**src/isar_pkg.sv**
```systemverilog
// shared types and constants for the interval set add/remove block
package isar_pkg;

  localparam int MAX_INTERVALS = 16;
  localparam int IDX_W = $clog2(MAX_INTERVALS);
  localparam int CNT_W = $clog2(MAX_INTERVALS + 1);

  localparam logic [1:0] ST_CHANGED   = 2'd0;
  localparam logic [1:0] ST_UNCHANGED = 2'd1;
  localparam logic [1:0] ST_FULL      = 2'd2;
  localparam logic [1:0] ST_BADRANGE  = 2'd3;

  localparam logic FUNC_ADD    = 1'b0;
  localparam logic FUNC_REMOVE = 1'b1;

  typedef struct packed {
    logic               func;
    logic signed [31:0] range_low;
    logic signed [31:0] range_high;
  } req_t;

  typedef struct packed {
    logic [1:0]         status;
    logic               entry_valid;
    logic [3:0]         entry_index;
    logic signed [31:0] entry_low;
    logic signed [31:0] entry_high;
    logic [4:0]         entry_total;
    logic               last;
  } rsp_t;

  typedef struct packed {
    logic load;
    logic scan;
    logic stream;
  } cmd_t;

  typedef struct packed {
    logic bad;
    logic scan_done;
    logic last_load;
  } sts_t;

endpackage

```
**src/interval_set_add_remove_top.sv**
```systemverilog
// Sorted interval set with add and remove. Each request takes a rebuild pass over the
// stored table, one step per cycle through the single table read port (an add ends early
// when a stored interval covers it), and then streams one result per stored interval (a
// single empty result when the table is empty) through the output register, one per
// cycle when rsp_ready stays high; a request with low above high skips the pass. The old
// table is kept in a second bank until the rebuild succeeds, so a rejected request leaves
// it untouched.
module interval_set_add_remove_top (
  input  logic             clk,
  input  logic             rst,
  input  logic             req_valid,
  output logic             req_ready,
  input  isar_pkg::req_t   req,
  output logic             rsp_valid,
  input  logic             rsp_ready,
  output isar_pkg::rsp_t   rsp
);

  isar_pkg::cmd_t cmd;
  isar_pkg::sts_t sts;

  // control
  isar_ctrl u_ctrl (
    .clk(clk), .rst(rst), .req_valid(req_valid), .req_ready(req_ready),
    .sts(sts), .cmd(cmd)
  );

  // data
  isar_dp u_dp (
    .clk(clk), .rst(rst), .cmd(cmd), .req(req), .sts(sts),
    .rsp_valid(rsp_valid), .rsp_ready(rsp_ready), .rsp(rsp)
  );

endmodule

```
**src/isar_ctrl.sv**
```systemverilog
// controller state machine: accept, rebuild pass, result streaming
module isar_ctrl (
  input  logic             clk,
  input  logic             rst,
  input  logic             req_valid,
  output logic             req_ready,
  input  isar_pkg::sts_t   sts,
  output isar_pkg::cmd_t   cmd
);

  typedef enum logic [2:0] {
    IDLE   = 3'b001,
    SCAN   = 3'b010,
    STREAM = 3'b100
  } state_t;

  state_t state, state_next;

  // command decode
  always_comb begin
    req_ready  = (state == IDLE);
    cmd.load   = req_valid && (state == IDLE);
    cmd.scan   = (state == SCAN);
    cmd.stream = (state == STREAM);
  end

  // next state
  always_comb begin
    state_next = state;
    case (state)
      IDLE: begin
        if (req_valid) state_next = sts.bad ? STREAM : SCAN;
      end
      SCAN: begin
        if (sts.scan_done) state_next = STREAM;
      end
      STREAM: begin
        if (sts.last_load) state_next = IDLE;
      end
      default: state_next = IDLE;
    endcase
  end

  // state register
  always_ff @(posedge clk) begin
    if (rst) state <= IDLE;
    else     state <= state_next;
  end

  a_onehot: assert property (@(posedge clk) disable iff (rst) $onehot(state))
    else $error("controller state not one-hot");
  a_done_only_scan: assert property (@(posedge clk) disable iff (rst)
    sts.scan_done |-> state == SCAN) else $error("scan done outside scan");
  a_ready_idle: assert property (@(posedge clk) disable iff (rst)
    cmd.load |=> !req_ready) else $error("request taken while busy");

endmodule

```
**src/isar_dp.sv**
```systemverilog
// datapath: ping-pong interval table, rebuild step logic and output register
module isar_dp (
  input  logic             clk,
  input  logic             rst,
  input  isar_pkg::cmd_t   cmd,
  input  isar_pkg::req_t   req,
  output isar_pkg::sts_t   sts,
  output logic             rsp_valid,
  input  logic             rsp_ready,
  output isar_pkg::rsp_t   rsp
);

  localparam logic [isar_pkg::CNT_W-1:0] MAXC = isar_pkg::CNT_W'(isar_pkg::MAX_INTERVALS);

  logic signed [31:0] tab_low  [2][isar_pkg::MAX_INTERVALS];
  logic signed [31:0] tab_high [2][isar_pkg::MAX_INTERVALS];
  logic               sel;
  logic [isar_pkg::CNT_W-1:0] cnt, i, j;
  logic               op;
  logic signed [31:0] lo, hi, mlo, mhi;
  logic               ins, phase, changed, full;
  logic [1:0]         status;

  logic [isar_pkg::IDX_W-1:0] ridx;
  logic signed [31:0] rlo, rhi, wlo, whi, ilo, ihi;
  logic at_end, wr, adv, done, merge, set_ins, set_chg, ph_next, fin_chg, ld, is_last;

  // table read at the scan / stream pointer
  always_comb begin
    ridx = i[isar_pkg::IDX_W-1:0];
    rlo  = tab_low[sel][ridx];
    rhi  = tab_high[sel][ridx];
    ilo  = (rlo > lo) ? rlo : lo;
    ihi  = (rhi < hi) ? rhi : hi;
    at_end = (i == cnt);
  end

  // one rebuild step per cycle
  always_comb begin
    wr = 1'b0; wlo = rlo; whi = rhi; adv = 1'b0; done = 1'b0;
    merge = 1'b0; set_ins = 1'b0; set_chg = 1'b0; ph_next = phase;
    if (op == isar_pkg::FUNC_ADD) begin
      if (at_end) begin
        if (!ins) begin
          wr = 1'b1; wlo = mlo; whi = mhi; set_ins = 1'b1;
        end else begin
          done = 1'b1; set_chg = 1'b1;
        end
      end else if (rlo <= lo && hi <= rhi) begin
        done = 1'b1;
      end else if (lo <= rhi && rlo <= hi) begin
        merge = 1'b1; adv = 1'b1;
      end else if (!ins && rlo > hi) begin
        wr = 1'b1; wlo = mlo; whi = mhi; set_ins = 1'b1;
      end else begin
        wr = 1'b1; adv = 1'b1;
      end
    end else begin
      if (at_end) begin
        done = 1'b1;
      end else if (ilo < ihi) begin
        set_chg = 1'b1;
        if (!phase) begin
          wr = (rlo < lo); wlo = rlo; whi = lo; ph_next = 1'b1;
        end else begin
          wr = (rhi > hi); wlo = hi; whi = rhi; ph_next = 1'b0; adv = 1'b1;
        end
      end else begin
        wr = 1'b1; adv = 1'b1;
      end
    end
    fin_chg = changed | set_chg;
  end

  // status towards the controller
  always_comb begin
    ld            = cmd.stream && (!rsp_valid || rsp_ready);
    is_last       = (cnt == '0) || (i == cnt - 1'b1);
    sts.bad       = req.range_low > req.range_high;
    sts.scan_done = cmd.scan && done;
    sts.last_load = ld && is_last;
  end

  // request latch and rebuild
  always_ff @(posedge clk) begin
    if (rst) begin
      sel <= 1'b0;
      cnt <= '0;
      i   <= '0;
    end else if (cmd.load) begin
      op <= req.func; lo <= req.range_low; hi <= req.range_high;
      mlo <= req.range_low; mhi <= req.range_high;
      i <= '0; j <= '0; ins <= 1'b0; phase <= 1'b0; changed <= 1'b0; full <= 1'b0;
      status <= isar_pkg::ST_BADRANGE;
    end else if (cmd.scan) begin
      phase <= ph_next;
      if (set_chg) changed <= 1'b1;
      if (set_ins) ins <= 1'b1;
      if (merge) begin
        if (rlo < mlo) mlo <= rlo;
        if (rhi > mhi) mhi <= rhi;
      end
      if (wr) begin
        if (j == MAXC) begin
          full <= 1'b1;
        end else begin
          tab_low[~sel][j[isar_pkg::IDX_W-1:0]]  <= wlo;
          tab_high[~sel][j[isar_pkg::IDX_W-1:0]] <= whi;
          j <= j + 1'b1;
        end
      end
      if (adv) i <= i + 1'b1;
      if (done) begin
        i <= '0;
        if (fin_chg && !full) begin
          sel <= ~sel; cnt <= j; status <= isar_pkg::ST_CHANGED;
        end else if (fin_chg) begin
          status <= isar_pkg::ST_FULL;
        end else begin
          status <= isar_pkg::ST_UNCHANGED;
        end
      end
    end else if (ld) begin
      i <= i + 1'b1;
    end
  end

  // output register
  always_ff @(posedge clk) begin
    if (rst) begin
      rsp_valid <= 1'b0;
    end else if (ld) begin
      rsp_valid <= 1'b1;
    end else if (rsp_ready) begin
      rsp_valid <= 1'b0;
    end
  end

  always_ff @(posedge clk) begin
    if (ld) begin
      rsp.status      <= status;
      rsp.entry_valid <= (cnt != '0);
      rsp.entry_index <= 4'(i);
      rsp.entry_low   <= (cnt != '0) ? rlo : 32'sd0;
      rsp.entry_high  <= (cnt != '0) ? rhi : 32'sd0;
      rsp.entry_total <= 5'(cnt);
      rsp.last        <= is_last;
    end
  end

  a_cnt_bound: assert property (@(posedge clk) disable iff (rst) cnt <= MAXC)
    else $error("interval count beyond table size");
  a_empty_last: assert property (@(posedge clk) disable iff (rst)
    rsp_valid && !rsp.entry_valid |-> rsp.last) else $error("empty beat not last");
  a_full_no_commit: assert property (@(posedge clk) disable iff (rst)
    sts.scan_done && full |=> $stable(cnt)) else $error("full rebuild committed");

endmodule
```
**config.mk**
```make
export PLATFORM = sky130hd
export DESIGN_NAME = interval_set_add_remove_top
export DESIGN_NICKNAME = d
export VERILOG_FILES = /design/src/isar_pkg.sv /design/src/interval_set_add_remove_top.sv /design/src/isar_ctrl.sv /design/src/isar_dp.sv
export SDC_FILE = /design/constraint.sdc
export NUM_CORES = 2
export LEC_CHECK = 0
export BUFFER_PORTS_ARGS = -buffer_cell sky130_fd_sc_hd__clkbuf_2
export CAP_MARGIN = 20
export CORE_MARGIN = 4
export CORE_UTILIZATION = 35
export DETAILED_ROUTE_END_ITERATION = 6
export GPL_TIMING_DRIVEN = 0
export PLACE_DENSITY = 0.56
export SLEW_MARGIN = 10
export SYNTH_ARGS = -nofsm -noshare
export SYNTH_HDL_FRONTEND = slang
export SYNTH_SLANG_ARGS = --single-unit
```
**constraint.sdc**
```tcl
create_clock -name clk -period 12.5 [get_ports clk]
set_clock_uncertainty 0.2 [all_clocks]
set_input_delay 0.625 -clock clk [delete_from_list [all_inputs] [get_ports clk]]
set_output_delay 0.625 -clock clk [all_outputs]
set_load 0.02 [all_outputs]
```
==> run summary <==
die area -> 281000 µm²
Min Hold Slack -> 0.167 ns
post-synthesis average cell area -> 19.3 µm²
post-synthesis net count -> 5278
most used flip-flop cell after synthesis -> edfxtp_1
commonest cells after routing, fill and taps aside -> 2265 x edfxtp_1, 636 x mux4_2, 292 x nand2_1
Die X-Extent -> 530 µm
# rows -> 191
layout cells sized above 1 -> 0.282
CTS Buf Count -> 226
Worst Tran Pin Value -> 1.19 ns
Die H -> 530 µm
worst-path cell with the longest stage delay -> o32ai_1
Synth top area share -> 0.713
mux cell area share after synthesis -> 0.165
Worst setup EP type -> flip-flop
Setup-failing EPs final -> 0
mapped cell area -> 95400 µm²
Overflow after GRT -> 0
DRC violations left -> 0
worst vdd ir -> 134 µV
Syn Inst Count -> 4949
Leak -> 0.0380 µW
clock buffer depth -> 3
WL per Instance -> 34.2 µm
FFs w/ async S/R, synth -> 0
Min Clock Period, post-route -> 12.23 ns
CTS tree -> built
commonest non-fill, non-tap cell in the layout -> edfxtp_1
status -> finished clean
DRT iter0 DRCs -> 7977
vias in the first global route -> 52800
remaining antenna violation count -> 0
Skew-Pair Late Insertion Delay -> 0.91 ns
initial core utilization -> 0.352
Final Cycle Share -> 0.978
first-pass GRT wire length -> 440 mm
sequential fraction of the synthesis area -> 0.716
largest net degree at the start of global routing -> 50
Post-synth EDFFs -> 2265
I/O pin total -> 148
routability cong. -> 0.922
# Max-Cap Violations -> 0
clock sinks -> 2281
DR vias -> 54300
DP Wirelength -> 235 mm
RSZ-0062 raised after global routing -> false
CP required -> 12.89 ns
met3 usage -> 0.0401
clock slew at reported path FFs -> 0.07 ns
M1 GR Usage -> 0.329
worst relative slew slack -> 0.207
GRT busiest layer -> met2
DP Cell Count -> 8904
largest family of logic cells by synthesized area -> multiplexers
area grow syn2layout -> 20.0%
CTS root buf -> clkbuf_16
Adder-Cell Fraction of Synth Area -> 0.0341
Cell Pwr Density -> 141 nW/µm²
total track usage -> 0.228
Crit Path Category -> flip-flop to flip-flop
CP max stage delay -> 0.73 ns
CP Launch Type -> flip-flop
initial antenna violation count -> 29
First-pass DRT Iterations -> 5
Min-Delay Path Class -> primary input to flip-flop
Final nets -> 6023
Synth Register Bits -> 2281
maximum operating frequency -> 81.8 MHz
PortBufs -> 147
synth unique cells -> 83
core box area -> 271000 µm²
vias per std cell -> 5.74
worst-path maximum fanout -> 17
Total Routed Length -> 323 mm
Final Hold Viols -> 0
Slew Limit Fails -> 0
cell taking the most area after synthesis -> edfxtp_1
Worst EP arrival -> 12.62 ns
Post-Layout Cell Count -> 9457
Most Frequent Cell on Critical Path -> clkbuf_1
Synth Area in Simple Gates -> 0.0328
M2 GR Usage -> 0.348
H-Tree Depth -> 4
synth warn -> 0
ranking of synthesized cells by area -> edfxtp_1 71%, mux4_2 15%, ha_1 3.4%, mux2i_1 1.4%, nand2_1 1.1%
Post-Synth XOR/XNOR Area -> 0.00110
post-synthesis compound-gate area fraction -> 0.0325
layer usage:
layer | up-vias | routed length [µm]
met3 | 488 | 30000
met5 | - | 55
met1 | 29100 | 133000
met2 | 3015 | 146000
li1 | 21700 | -
met4 | 10 | 13800
per-stage QoR:
step	setup slack (ns)	total power, µW	utilization	setup TNS, ns	area (µm²)
floorplan	-0.174	9150	-	-22.33	95400
global placement	-13.54	9450	0.371	-	101000
detailed placement	-1.41	9550	0.390	-2797.64	106000
CTS	0.00694	16200	0.421	0	114000
global route	0.0148	16600	0.422	0	114000
finish	0.274	16100	0.422	0	114000
synthesized netlist by cell type (15+ instances only):
cell      count
nor2_1      207
buf_1        25
dfxtp_1      16
mux4_2      636
nand2_1     292
o21a_1       15
buf_2        51
a21o_1       54
nand4_1      49
nand3_1      26
a21oi_1     133
ha_1        260
clkbuf_1    146
a31oi_1      36
nor2b_1      21
inv_1       208
nand2b_1     17
a211o_1      37
o21ai_0     103
mux2i_1     137
nor3_1       16
edfxtp_1   2265
o21ai_1      35
final cells by class:
cell class | instances | area [µm²]
Antenna cell | 14 | 35.0
Buffer | 225 | 1080
Clock buffer | 259 | 5780
Clock inverter | 148 | 1440
Fill cell | 23700 | 157000
Inverter | 212 | 803
Multi-Input combinational cell | 2228 | 26100
Sequential cell | 2281 | 68300
Tap cell | 3570 | 4470
Timing Repair Buffer | 520 | 6420
registers in the layout, summed over array words and instances (netlist names), named ones only:
signal,count
u_dp.tab_high,1024
u_dp.tab_low,1024
u_dp.rsp,77
u_dp.hi,32
u_dp.lo,32
u_dp.mhi,32
u_dp.mlo,32
u_dp.cnt,5
u_dp.i,5
u_dp.j,5
u_ctrl.state,3
u_dp.status,2
u_dp.changed,1
u_dp.full,1
u_dp.ins,1
u_dp.op,1
u_dp.phase,1
u_dp.rsp_valid,1
u_dp.sel,1
path summary, 6_finish.rpt:
check / from / end / slack (ns) / depth (start not counted)
worst min-delay path: rst / u_dp.cnt[2] / 0.17 / 4
worst min register to register: u_dp.status[1] / u_dp.rsp[76] / 0.33 / 0
worst max register to register: u_dp.i[0] / u_dp.tab_high[0][88] / 0.27 / 32
worst max-delay path: u_dp.i[0] / u_dp.tab_high[0][88] / 0.27 / 32
kinds of logic (layout without fill, tap and decap cells):
| group | after synthesis | in the layout |
|---|---|---|
| flops | 2281 | 2281 |
| xor+xnor | 12 | 12 |
| compound gates | 485 | 485 |
| mux | 777 | 777 |
| other cells | 0 | 14 |
| buf+inv | 440 | 1364 |
| fa+ha+maj | 260 | 260 |
| simple gates | 694 | 694 |
power breakdown:
group,internal [µW],switching [µW]
registers,8530,24.9
logic,279,585
clock network,3660,3010
critical path: cells and delay by family, from the launching register on:
family | cells | cell delay, ns
AOI/OAI and AO/OA | 10 | 3.03
and+or+nand+nor | 8 | 2.52
DFF | 1 | 0.45
buffers and inverters | 9 | 3.45
xor gates and xnor gates | 1 | 0.19
muxes | 2 | 0.89
adders and majority gates | 2 | 0.98
timing repair:
action / CTS / global route
buffers inserted: 43 / 22
gates resized for setup: 43 / 32
setup endpoints to repair: 4101 / 2639
endpoints found under the hold margin: 94 / 0
hold buffers: 67 / 0
pin swaps: 18 / 7
(Power assumes the default switching activity.)
